--- src/hdl/assert_macros.svh ---
// Assertion macros shared by the mailbox RTL.
// No dependencies; included by the top level.
`ifndef ASSERT_MACROS_SVH
`define ASSERT_MACROS_SVH
`ifndef SYNTHESIS
`define ASSERT_IMPLIES(label, clk, rst_n, a, b) \
  label: assert property (@(posedge clk) disable iff (!rst_n) (a) |-> (b)) \
    else $error("assertion failed");
`define ASSERT_NEXT(label, clk, rst_n, a, b) \
  label: assert property (@(posedge clk) disable iff (!rst_n) (a) |=> (b)) \
    else $error("assertion failed");
`else
`define ASSERT_IMPLIES(label, clk, rst_n, a, b)
`define ASSERT_NEXT(label, clk, rst_n, a, b)
`endif
`endif

--- src/hdl/tmm_pkg.sv ---
// Constants and types for the tagged message mailbox.
// No dependencies.
package tmm_pkg;
  localparam int QUEUE_DEPTH = 8;
  localparam int MAX_BYTES   = 32;
  localparam int ID_BITS     = 8;
  localparam int SLOT_W      = $clog2(QUEUE_DEPTH);
  localparam int CNT_W       = $clog2(QUEUE_DEPTH + 1);
  localparam int LEN_W       = $clog2(MAX_BYTES + 1);
  localparam int OFS_W       = (MAX_BYTES > 1) ? $clog2(MAX_BYTES) : 1;
  localparam int ADDR_W      = SLOT_W + OFS_W;

  localparam logic [1:0] MODE_SEND = 2'd0;
  localparam logic [1:0] MODE_RXSR = 2'd1;
  localparam logic [1:0] MODE_RXR  = 2'd2;

  localparam logic [2:0] KIND_SENT  = 3'd0;
  localparam logic [2:0] KIND_TRUNC = 3'd1;
  localparam logic [2:0] KIND_FULL  = 3'd2;
  localparam logic [2:0] KIND_BYTE  = 3'd3;
  localparam logic [2:0] KIND_NONE  = 3'd4;

  typedef struct packed {
    logic              we;
    logic [ADDR_W-1:0] waddr;
    logic [7:0]        wdata;
    logic [ADDR_W-1:0] raddr;
  } ram_req_t;
endpackage

--- src/hdl/tmm_ram.sv ---
// Payload byte store, one write and one registered read port.
// Depends on tmm_pkg.
module tmm_ram import tmm_pkg::*; (
  input  logic       clk,
  input  ram_req_t   req,
  output logic [7:0] rdata
);
  logic [7:0] mem [QUEUE_DEPTH*MAX_BYTES];
  always_ff @(posedge clk) begin
    if (req.we) mem[req.waddr] <= req.wdata;
    rdata <= mem[req.raddr];
  end
endmodule

--- src/hdl/tagged_message_mailbox.sv ---
// Top level of the tagged message mailbox: sequencer, slot tables, output register.
// Depends on tmm_pkg, tmm_ram and assert_macros.svh.
//
// channel | ports                                          | dir
// in      | in_valid/in_ready, mode, ids, byte, last, count | sink
// out     | out_valid/out_ready, kind, out_byte, out_last  | source
//
// Send byte: take, then store; a final byte then waits for its status transfer.
// Receive: take, then scan for a match (tag compare unit steps one queue position per cycle;
// a miss scans all queued positions, at most QUEUE_DEPTH), then per payload byte a read
// through the store's registered read port and an output transfer, then a shift of the
// order table.
// Reset clears queue count, assembly state and order table; stores start undefined.
// Output stalls hold the sequencer; no input is taken while a result waits to be taken.
`include "assert_macros.svh"
module tagged_message_mailbox import tmm_pkg::*; (
  input  logic       clk,
  input  logic       rst_n,
  input  logic       in_valid,
  output logic       in_ready,
  input  logic [1:0] in_mode,
  input  logic [7:0] in_from_id,
  input  logic [7:0] in_to_id,
  input  logic [7:0] in_data_byte,
  input  logic       in_last_byte,
  input  logic [5:0] in_byte_count,
  output logic       out_valid,
  input  logic       out_ready,
  output logic [2:0] out_kind,
  output logic [7:0] out_out_byte,
  output logic       out_out_last
);
  localparam logic [2:0] S_IDLE = 3'd0, S_SEND = 3'd1, S_SCAN = 3'd2,
                         S_RD = 3'd3, S_EMIT = 3'd4, S_SHIFT = 3'd5, S_WAIT = 3'd6;

  logic [2:0] st_r, st_nxt;
  logic [1:0] mode_r;
  logic [ID_BITS-1:0] from_r, to_r;
  logic [7:0] dat_r;
  logic last_r;
  logic [5:0] want_r;

  logic [ID_BITS-1:0] snd_r [QUEUE_DEPTH];
  logic [ID_BITS-1:0] rcv_r [QUEUE_DEPTH];
  logic [LEN_W-1:0]   len_r [QUEUE_DEPTH];
  logic [SLOT_W-1:0]  ord_r [QUEUE_DEPTH];
  logic [CNT_W-1:0]   cnt_r;
  logic [LEN_W-1:0]   alen_r;
  logic               aovf_r;

  logic [SLOT_W-1:0] pos_r;   // scan position, later match position
  logic [LEN_W-1:0]  n_r, i_r;
  logic              ov_r;
  logic [2:0]        kind_r;
  logic [7:0]        byte_r;
  logic              olast_r;

  ram_req_t   req;
  logic [7:0] rdata;
  tmm_ram u_ram (.clk(clk), .req(req), .rdata(rdata));

  logic [SLOT_W-1:0] tail_slot, cur_slot;
  logic full, hit;
  logic [LEN_W:0] want_e, n_calc;
  assign tail_slot = ord_r[cnt_r[SLOT_W-1:0]];
  assign cur_slot  = ord_r[pos_r];
  assign full      = cnt_r >= CNT_W'(QUEUE_DEPTH);
  assign hit = (rcv_r[cur_slot] == to_r) &&
               (mode_r == MODE_RXR || snd_r[cur_slot] == from_r);
  assign in_ready = (st_r == S_IDLE);

  always_comb begin
    want_e = (want_r == 6'd0) ? (LEN_W+1)'(1) : (LEN_W+1)'(want_r);
    n_calc = {1'b0, len_r[cur_slot]};
    if (n_calc > want_e) n_calc = want_e;
    if (n_calc > (LEN_W+1)'(MAX_BYTES)) n_calc = (LEN_W+1)'(MAX_BYTES);
    req.we    = (st_r == S_SEND) && !full && (alen_r < LEN_W'(MAX_BYTES));
    req.waddr = {tail_slot, alen_r[OFS_W-1:0]};
    req.wdata = dat_r;
    req.raddr = {cur_slot, i_r[OFS_W-1:0]};
  end

  always_comb begin
    st_nxt = st_r;
    case (st_r)
      S_IDLE: if (in_valid) begin
        if (in_mode == MODE_SEND) st_nxt = S_SEND;
        else if (in_mode == MODE_RXSR || in_mode == MODE_RXR) st_nxt = S_SCAN;
      end
      S_SEND: st_nxt = last_r ? S_WAIT : S_IDLE;
      S_SCAN: begin
        if ({1'b0, pos_r} >= (SLOT_W+1)'(cnt_r)) st_nxt = S_WAIT;
        else if (hit) st_nxt = (n_calc == '0) ? S_WAIT : S_RD;
        else if (pos_r == SLOT_W'(QUEUE_DEPTH-1)) st_nxt = S_WAIT;
      end
      S_RD:    st_nxt = S_EMIT;
      S_EMIT:  if (out_ready) st_nxt = (i_r + 1'b1 == n_r) ? S_SHIFT : S_RD;
      S_SHIFT: st_nxt = S_IDLE;
      S_WAIT:  if (out_ready) st_nxt = ov_r ? S_SHIFT : S_IDLE;
      default: st_nxt = S_IDLE;
    endcase
  end

  always_ff @(posedge clk) begin
    if (!rst_n) begin
      st_r <= S_IDLE;
      cnt_r <= '0;
      alen_r <= '0;
      aovf_r <= 1'b0;
      for (int k = 0; k < QUEUE_DEPTH; k++) ord_r[k] <= SLOT_W'(k);
    end else begin
      st_r <= st_nxt;
      case (st_r)
        S_IDLE: if (in_valid) begin
          mode_r <= in_mode;
          from_r <= in_from_id[ID_BITS-1:0];
          to_r   <= in_to_id[ID_BITS-1:0];
          dat_r  <= in_data_byte;
          last_r <= in_last_byte;
          want_r <= in_byte_count;
          pos_r  <= '0;
          i_r    <= '0;
          ov_r   <= 1'b0;
        end
        S_SEND: begin
          if (alen_r < LEN_W'(MAX_BYTES)) begin
            if (!last_r) alen_r <= alen_r + 1'b1;
          end else if (!last_r) aovf_r <= 1'b1;
          if (last_r) begin
            kind_r  <= full ? KIND_FULL :
                       (aovf_r || alen_r >= LEN_W'(MAX_BYTES)) ? KIND_TRUNC : KIND_SENT;
            if (!full) begin
              snd_r[tail_slot] <= from_r;
              rcv_r[tail_slot] <= to_r;
              len_r[tail_slot] <= (alen_r < LEN_W'(MAX_BYTES)) ? alen_r + 1'b1 : alen_r;
              cnt_r <= cnt_r + 1'b1;
            end
            byte_r  <= '0;
            olast_r <= 1'b1;
            alen_r  <= '0;
            aovf_r  <= 1'b0;
          end
        end
        S_SCAN: begin
          if ({1'b0, pos_r} >= (SLOT_W+1)'(cnt_r)) begin
            kind_r <= KIND_NONE; byte_r <= '0; olast_r <= 1'b1;
          end else if (hit) begin
            n_r  <= n_calc[LEN_W-1:0];
            ov_r <= 1'b1;  // entry is removed after output
            if (n_calc == '0) begin
              kind_r <= KIND_NONE; byte_r <= '0; olast_r <= 1'b1;
            end
          end else if (pos_r != SLOT_W'(QUEUE_DEPTH-1)) pos_r <= pos_r + 1'b1;
          else begin
            kind_r <= KIND_NONE; byte_r <= '0; olast_r <= 1'b1;
          end
        end
        // read address stays on the current byte until its transfer
        S_EMIT: if (out_ready) i_r <= i_r + 1'b1;
        S_SHIFT: begin
          for (int k = 0; k < QUEUE_DEPTH-1; k++)
            if (SLOT_W'(k) >= pos_r) ord_r[k] <= ord_r[k+1];
          ord_r[QUEUE_DEPTH-1] <= cur_slot;
          cnt_r <= cnt_r - 1'b1;
        end
        default: ;
      endcase
    end
  end

  assign out_valid    = (st_r == S_WAIT) || (st_r == S_EMIT);
  assign out_kind     = (st_r == S_EMIT) ? KIND_BYTE : kind_r;
  assign out_out_byte = (st_r == S_EMIT) ? rdata : byte_r;
  assign out_out_last = (st_r == S_EMIT) ? (i_r + 1'b1 == n_r) : olast_r;

  `ASSERT_IMPLIES(a_cnt_max, clk, rst_n, 1'b1, cnt_r <= CNT_W'(QUEUE_DEPTH))
  `ASSERT_IMPLIES(a_no_overlap, clk, rst_n, out_valid, !in_ready)
  `ASSERT_NEXT(a_shift_idle, clk, rst_n, st_r == S_SHIFT, in_ready)
endmodule

--- config.mk ---
export PLATFORM = sky130hd
export DESIGN_NAME = tagged_message_mailbox
export DESIGN_NICKNAME = d
export VERILOG_FILES = /design/src/hdl/tmm_pkg.sv /design/src/hdl/tmm_ram.sv /design/src/hdl/tagged_message_mailbox.sv
export VERILOG_INCLUDE_DIRS = /design/src /design/src/hdl
export SDC_FILE = /design/constraint.sdc
export NUM_CORES = 2
export LEC_CHECK = 0
export ABC_AREA = 1
export BUFFER_PORTS_ARGS = -buffer_cell sky130_fd_sc_hd__buf_4
export CAP_MARGIN = 10
export CORE_MARGIN = 1.5
export CORE_UTILIZATION = 44
export CTS_CLUSTER_DIAMETER = 200
export DETAILED_ROUTE_END_ITERATION = 8
export PLACE_DENSITY = 0.7
export SKIP_CTS_REPAIR_TIMING = 1
export SLEW_MARGIN = 15
export SYNTH_ARGS = -nofsm -noshare
export SYNTH_HDL_FRONTEND = slang
export SYNTH_HIERARCHICAL = 1
export SYNTH_SLANG_ARGS = --single-unit
--- constraint.sdc ---
create_clock -name clk -period 5.75 [get_ports clk]
set_input_delay 0.2875 -clock clk [delete_from_list [all_inputs] [get_ports clk]]
set_output_delay 0.2875 -clock clk [all_outputs]
set_load 0.01 [all_outputs]
# After elaboration in Yosys (flattened, before gate mapping)
# Memories as Yosys holds them, arrays and structs flattened. A register that Yosys moved wholly into a read port is not among the register bits.
# Index checks and enable logic that the tools add are counted.
[totals] mem_count=5 input_bits=37 ff_bits=75 word_cells=210 ramBits=2248
[mem_list] name="u_ram.mem" words=256 word_bits=8 rd=1 rd_clocked_by_memory_dff=1 wr=1 line_no="tmm_ram.sv:8" source="logic [7:0] mem [QUEUE_DEPTH*MAX_BYTES];"
[mem_list] name="rcv_r" words=8 word_bits=8 rd=1 rd_clocked_by_memory_dff=0 wr=1 line_no="tagged_message_mailbox.sv:44" source="logic [ID_BITS-1:0] rcv_r [QUEUE_DEPTH];"
[mem_list] name="snd_r" words=8 word_bits=8 rd=1 rd_clocked_by_memory_dff=0 wr=1 line_no="tagged_message_mailbox.sv:43" source="logic [ID_BITS-1:0] snd_r [QUEUE_DEPTH];"
[mem_list] name="len_r" words=8 word_bits=6 rd=1 rd_clocked_by_memory_dff=0 wr=1 line_no="tagged_message_mailbox.sv:45" source="logic [LEN_W-1:0] len_r [QUEUE_DEPTH];"
[mem_list] name="ord_r" words=8 word_bits=3 rd=9 rd_clocked_by_memory_dff=2 wr=8 line_no="tagged_message_mailbox.sv:46" source="logic [SLOT_W-1:0] ord_r [QUEUE_DEPTH];"
[op_classes] order_cmp=13 bitwise=9 mux=108 n_addsub=5 n_eq_ne=28 reduce_logical=25
[ops] cell="3-bit two-way mux" count=33
[ops] cell="1-bit two-way mux" count=51
[ops] cell="8-bit two-way mux" count=6
[ops] cell="6-bit two-way mux" count=6
[ops] cell="2-bit inequality test (second input constant)" count=10
[ops] cell="3-bit one-hot mux with 6 select lines" count=1
[ops] cell="8-bit equality test" count=2
[ops] cell="8-bit one-hot mux with 2 select lines" count=1
[ops] cell="5-bit AND reduction" count=3
[ops] cell="6-bit by 1-bit adder with 6-bit output (second input constant)" count=2
[ops] cell="3-bit equality test (second input constant)" count=4
[ops] cell="4-bit inequality test (second input constant)" count=3
[ops] cell="3-bit one-hot mux with 2 select lines" count=2
[ops] cell="6-bit one-hot mux with 2 select lines" count=1
[ops] cell="3-bit greater-or-equal comparator (first input constant)" count=3
[ops] cell="4-bit two-way mux" count=2
[ops] cell="1-bit bitwise OR" count=8
[ops] cell="4-bit one-hot mux with 2 select lines" count=1
[ops] cell="4-bit AND reduction" count=2
[ops] cell="2-bit nonzero test" count=4
[ops] cell="7-bit by 6-bit greater-than comparator with 1-bit output (second input constant)" count=1
[ops] cell="7-bit logical NOT" count=1
[ops] cell="7-bit two-way mux" count=1
[ops] cell="3-bit by 2-bit equality test with 1-bit output (second input constant)" count=2
[ops] cell="28 further kinds" count=38

# Logic depth before layout (Yosys ltp)
[logic_depth] ltp_word=11 ltp_mapped=31

# Hierarchy
# The synthesis kept the hierarchy.
[by_module_without_submodules] module="tmm_ram" area_per_inst_um2=83396.2 cells_per_inst=7003 n_inst=1
[by_module_without_submodules] module="tagged_message_mailbox" area_per_inst_um2=12575.8 cells_per_inst=1217 n_inst=1

# Worst setup path before layout
# OpenSTA, ideal clock, no wires.
[synth_path] path_kind="register -> register" from="reg dat_r[0]" to="mem u_ram.mem[0][0] (data pin)" setup_ns=0.817 path_stages_with_launch=1 t_arrival_ns=3.228 path_buffers=0 slack_ns=1.704 period_less_slack_ns=4.046 required_time_ns=4.933 cell_sequence="edfxtp_1"
[synth_rtl] item="start, declared" line_no="tagged_message_mailbox.sv:39" source="logic [7:0] dat_r;"
[synth_rtl] item="start signal, assigned" line_no="tagged_message_mailbox.sv:118" source="dat_r <= in_data_byte;"
[synth_rtl] item="end, declared" line_no="tmm_ram.sv:8"
# Straight into the memory's write port.

==> results.ini <==
[synthesis]
synth-adder-area-share=0.002686
synth_compound_area_frac=0.006766
synth_async_sr_flop_share=0
muxShareOfSynthArea=0
synth.avg_cell_area_um2=11.68
seq_area_frac_synth=0.7255
yosysUniqueCellTypes=46
synth-edff-count=2300
synth_top_flop_cell=edfxtp_1
synth_nets=8277
synthCells=8220
synth-xor-area-share=0.0008213
synthSimpleGateAreaFrac=0.2275
synth_top_family_by_area=simple AND/OR/NAND/NOR gates
syn_area_um2=95970
yosysWarnings=6
ys_ff_latch=2328

[pwr]
p_leak_nw=36.95
p_switching_mw=13.99
vdd_drop_max_mv=0.3747
swShare=0.3186
power_density_nw_per_um2=414.7
p_seq_frac=0.438
internal_power_mw=29.93
power_frac_clock=0.330
power_frac_comb=0.232
power_mw=43.92

[floorplanning]
floorplan.initialDensity=0.4424
die_y_um=470.0
rows=171
die_area_um2=220900
io_pins=51
fp.coreArea_um2=217000
fp.dieW_um=470.0

[placed_design]
gp_congestion=0.9005
dp_hpwl_um=138900
port_buffers=50
preCtsSetupSlack_ns=1.221

[timing]
fin_skew_ns=0.03258
fin_crit_ns=4.627
setup_violations=0
timing.fmax_ghz=0.2161
finalMaxSlewViolations=0
fin_worst_hold_slack_ns=0.05926
timing.final.ws_setup_ns=1.123
worst_pin_slew_ns=1.254
fin_tns_setup_ns=0
period_share=0.8046
hold_viol=0
grt_setup_unrepaired=false
slew_headroom=0.1638

[grt]
antenna_found_initial=4
grt_pass1_wl_um=372900
grt-ovfl-total=0
grt_max_degree=227
gr-usage-all-layers=0.2202
grt_pass1_vias=61130

[final_layout]
nets=8162
final_common_cell=nand2_1
most-common-layout-cells=nand2_1 (2401), edfxtp_1 (2300), nand3_1 (2206)
drive_gt1_frac=0.06470
area_growth_pct=10.35

[critical_path]
cp_common_cell=nand2_1
timing.critical_path.cells=inv_4 > nand2_1 > nand3_1 > nand3_1 > nand2_2 > nand3_1 > nand3_1 > nand2_1 > inv_1 > ha_1 > a21oi_1 > o221ai_1 > nand2_1 > inv_1 > nand2_1 > nand2_1 > nand2_1 > nand2_1 > nor2_1 > nor2_1 > nand4_1 > o2111a_1
slowest_delay_ns=0.74
crit_slowest_cell=dfxtp_1
arrival_ns=5.19
crit_required_ns=6.31
crit_type=reg -> reg
crit_family=simple AND/OR/NAND/NOR gates
cp_max_fo=45
startpoint_type=register
cp_num_buf_inv=3
end_kind=register

[routing]
detail_route.vias_per_cell=5.716
ant_nets=0
avgRoutedWirePerCell_um=22.37
first_iter_violations=8845
via_count=63770
firstDrtPassIters=6
routed_wl_um=249600
remaining_drc_errors=0

[clock_tree]
clockRootBuffer=clkbuf_16
clock_latency_ns=0.88
clkSinkCount=2328
clockBufferDepth=3
cts_buffers=224
cts_tree=built
clk_pin_slew_ns=0.06
cts.htree.levels=4

[min_path]
hold_path_class=in -> reg

[flow_run]
maxCapViolCount=0

[run_status]
run_status=complete, no violations

[cell type report]
class | count | area, um2
well taps | 2854 | 3571
inverters | 196 | 772.0
repair buffers | 188 | 1799
clock buffers | 272 | 5876
fillers | 18730 | 111000
flip-flops and latches | 2328 | 69630
multi-input cells | 5167 | 22860
clock inverters | 149 | 1395
diodes | 2 | 5.005
[routing by layer]
layer  up-vias  track usage  share of wire
li1      28760            -              -
met1     30990       0.3017           0.39
met2      3525       0.3524           0.47
met3       489      0.03686           0.10
met4         0      0.08451          0.037
met5         -            0              0
[cell usage after synthesis, types with 6 or more instances]
| master | instances | share of area |
|---|---|---|
| nand3_1 | 2206 | 0.12 |
| nand3b_1 | 21 | 0.0016 |
| nor2_1 | 362 | 0.014 |
| a21oi_1 | 37 | 0.0019 |
| buf_2 | 282 | 0.015 |
| edfxtp_1 | 2300 | 0.72 |
| inv_1 | 187 | 0.0073 |
| ha_1 | 19 | 0.0025 |
| buf_1 | 42 | 0.0016 |
| o211ai_1 | 6 | 0.00047 |
| nand2_1 | 2405 | 0.094 |
| xor2_1 | 6 | 0.00055 |
| dfxtp_1 | 28 | 0.0058 |
| nand2_2 | 10 | 0.00065 |
| o21ai_1 | 7 | 0.00037 |
| inv_2 | 6 | 0.00023 |
| nor3_1 | 10 | 0.00052 |
| buf_4 | 54 | 0.0042 |
| o21ai_0 | 30 | 0.0016 |
| clkbuf_1 | 119 | 0.0047 |
| nand4_1 | 6 | 0.00039 |
| or2_2 | 8 | 0.00052 |
| buf_6 | 31 | 0.0036 |
[path summary, 6_finish.rpt]
| path | end | slack, ns | startpoint | depth (start not counted) |
|---|---|---|---|---|
| setup reg to reg | kind_r[0] | 1.12 | register | 22 |
| hold / removal | ov_r | 0.06 | in_valid | 5 |
| hold reg to reg | aovf_r | 0.51 | aovf_r | 2 |
| setup / recovery | kind_r[0] | 1.12 | register | 22 |
[stage by stage]
step / util / instances / area (um2)
2_1_floorplan: - / 8220 / 95970
3_3_place_gp: 0.4530 / 10700 / 98280
3_5_place_dp: 0.4530 / 10700 / 98280
4_1_cts: 0.4865 / 11120 / 105600
5_1_grt: 0.4881 / 11150 / 105900
6_report: 0.4882 / 11160 / 105900
[power by group through the flow]
stage               logic (mW)  clock network (mW)  registers, mW
CTS                       9.95                14.6           19.3
finish                    10.2                14.5           19.3
detailed placement        9.92                   0           19.6
floorplan                 6.90                   0           19.8
global route              11.1                15.3           19.3
global placement          9.77                   0           19.6
[logic make-up (layout without fill, tap and decap cells)]
kind of cell | count (synthesis) | after routing
adders and majority gates | 20 | 20
AOI/OAI and AO/OA | 105 | 105
DFF | 2328 | 2328
buffers and inverters | 725 | 805
and+or+nand+nor | 5033 | 5033
xor gates and xnor gates | 9 | 9
other | 0 | 2
[worst reg2reg max path, cell delays in order, from the launching register on]
cell	delay (ns)
dfxtp_1	0.74
inv_4	0.11
nand2_1	0.09
nand3_1	0.09
nand3_1	0.14
nand2_2	0.60
nand3_1	0.35
nand3_1	0.10
nand2_1	0.13
inv_1	0.06
ha_1	0.30
a21oi_1	0.15
o221ai_1	0.13
nand2_1	0.24
inv_1	0.15
nand2_1	0.08
nand2_1	0.10
nand2_1	0.11
nand2_1	0.06
nor2_1	0.15
nor2_1	0.07
nand4_1	0.12
o2111a_1	0.26
[state kept, by name, summed over array words and instances (netlist names), 2 cells and up, named ones only]
name         flops
pos_r            3
from_r           8
rcv_r           64
st_r             3
len_r           48
alen_r           6
cnt_r            4
snd_r           64
to_r             8
ord_r           24
dat_r            8
mode_r           2
n_r              6
want_r           6
kind_r           3
u_ram/rdata      8
u_ram/mem     2048
i_r              6
Note: power is estimated with default switching activity, not from simulation.
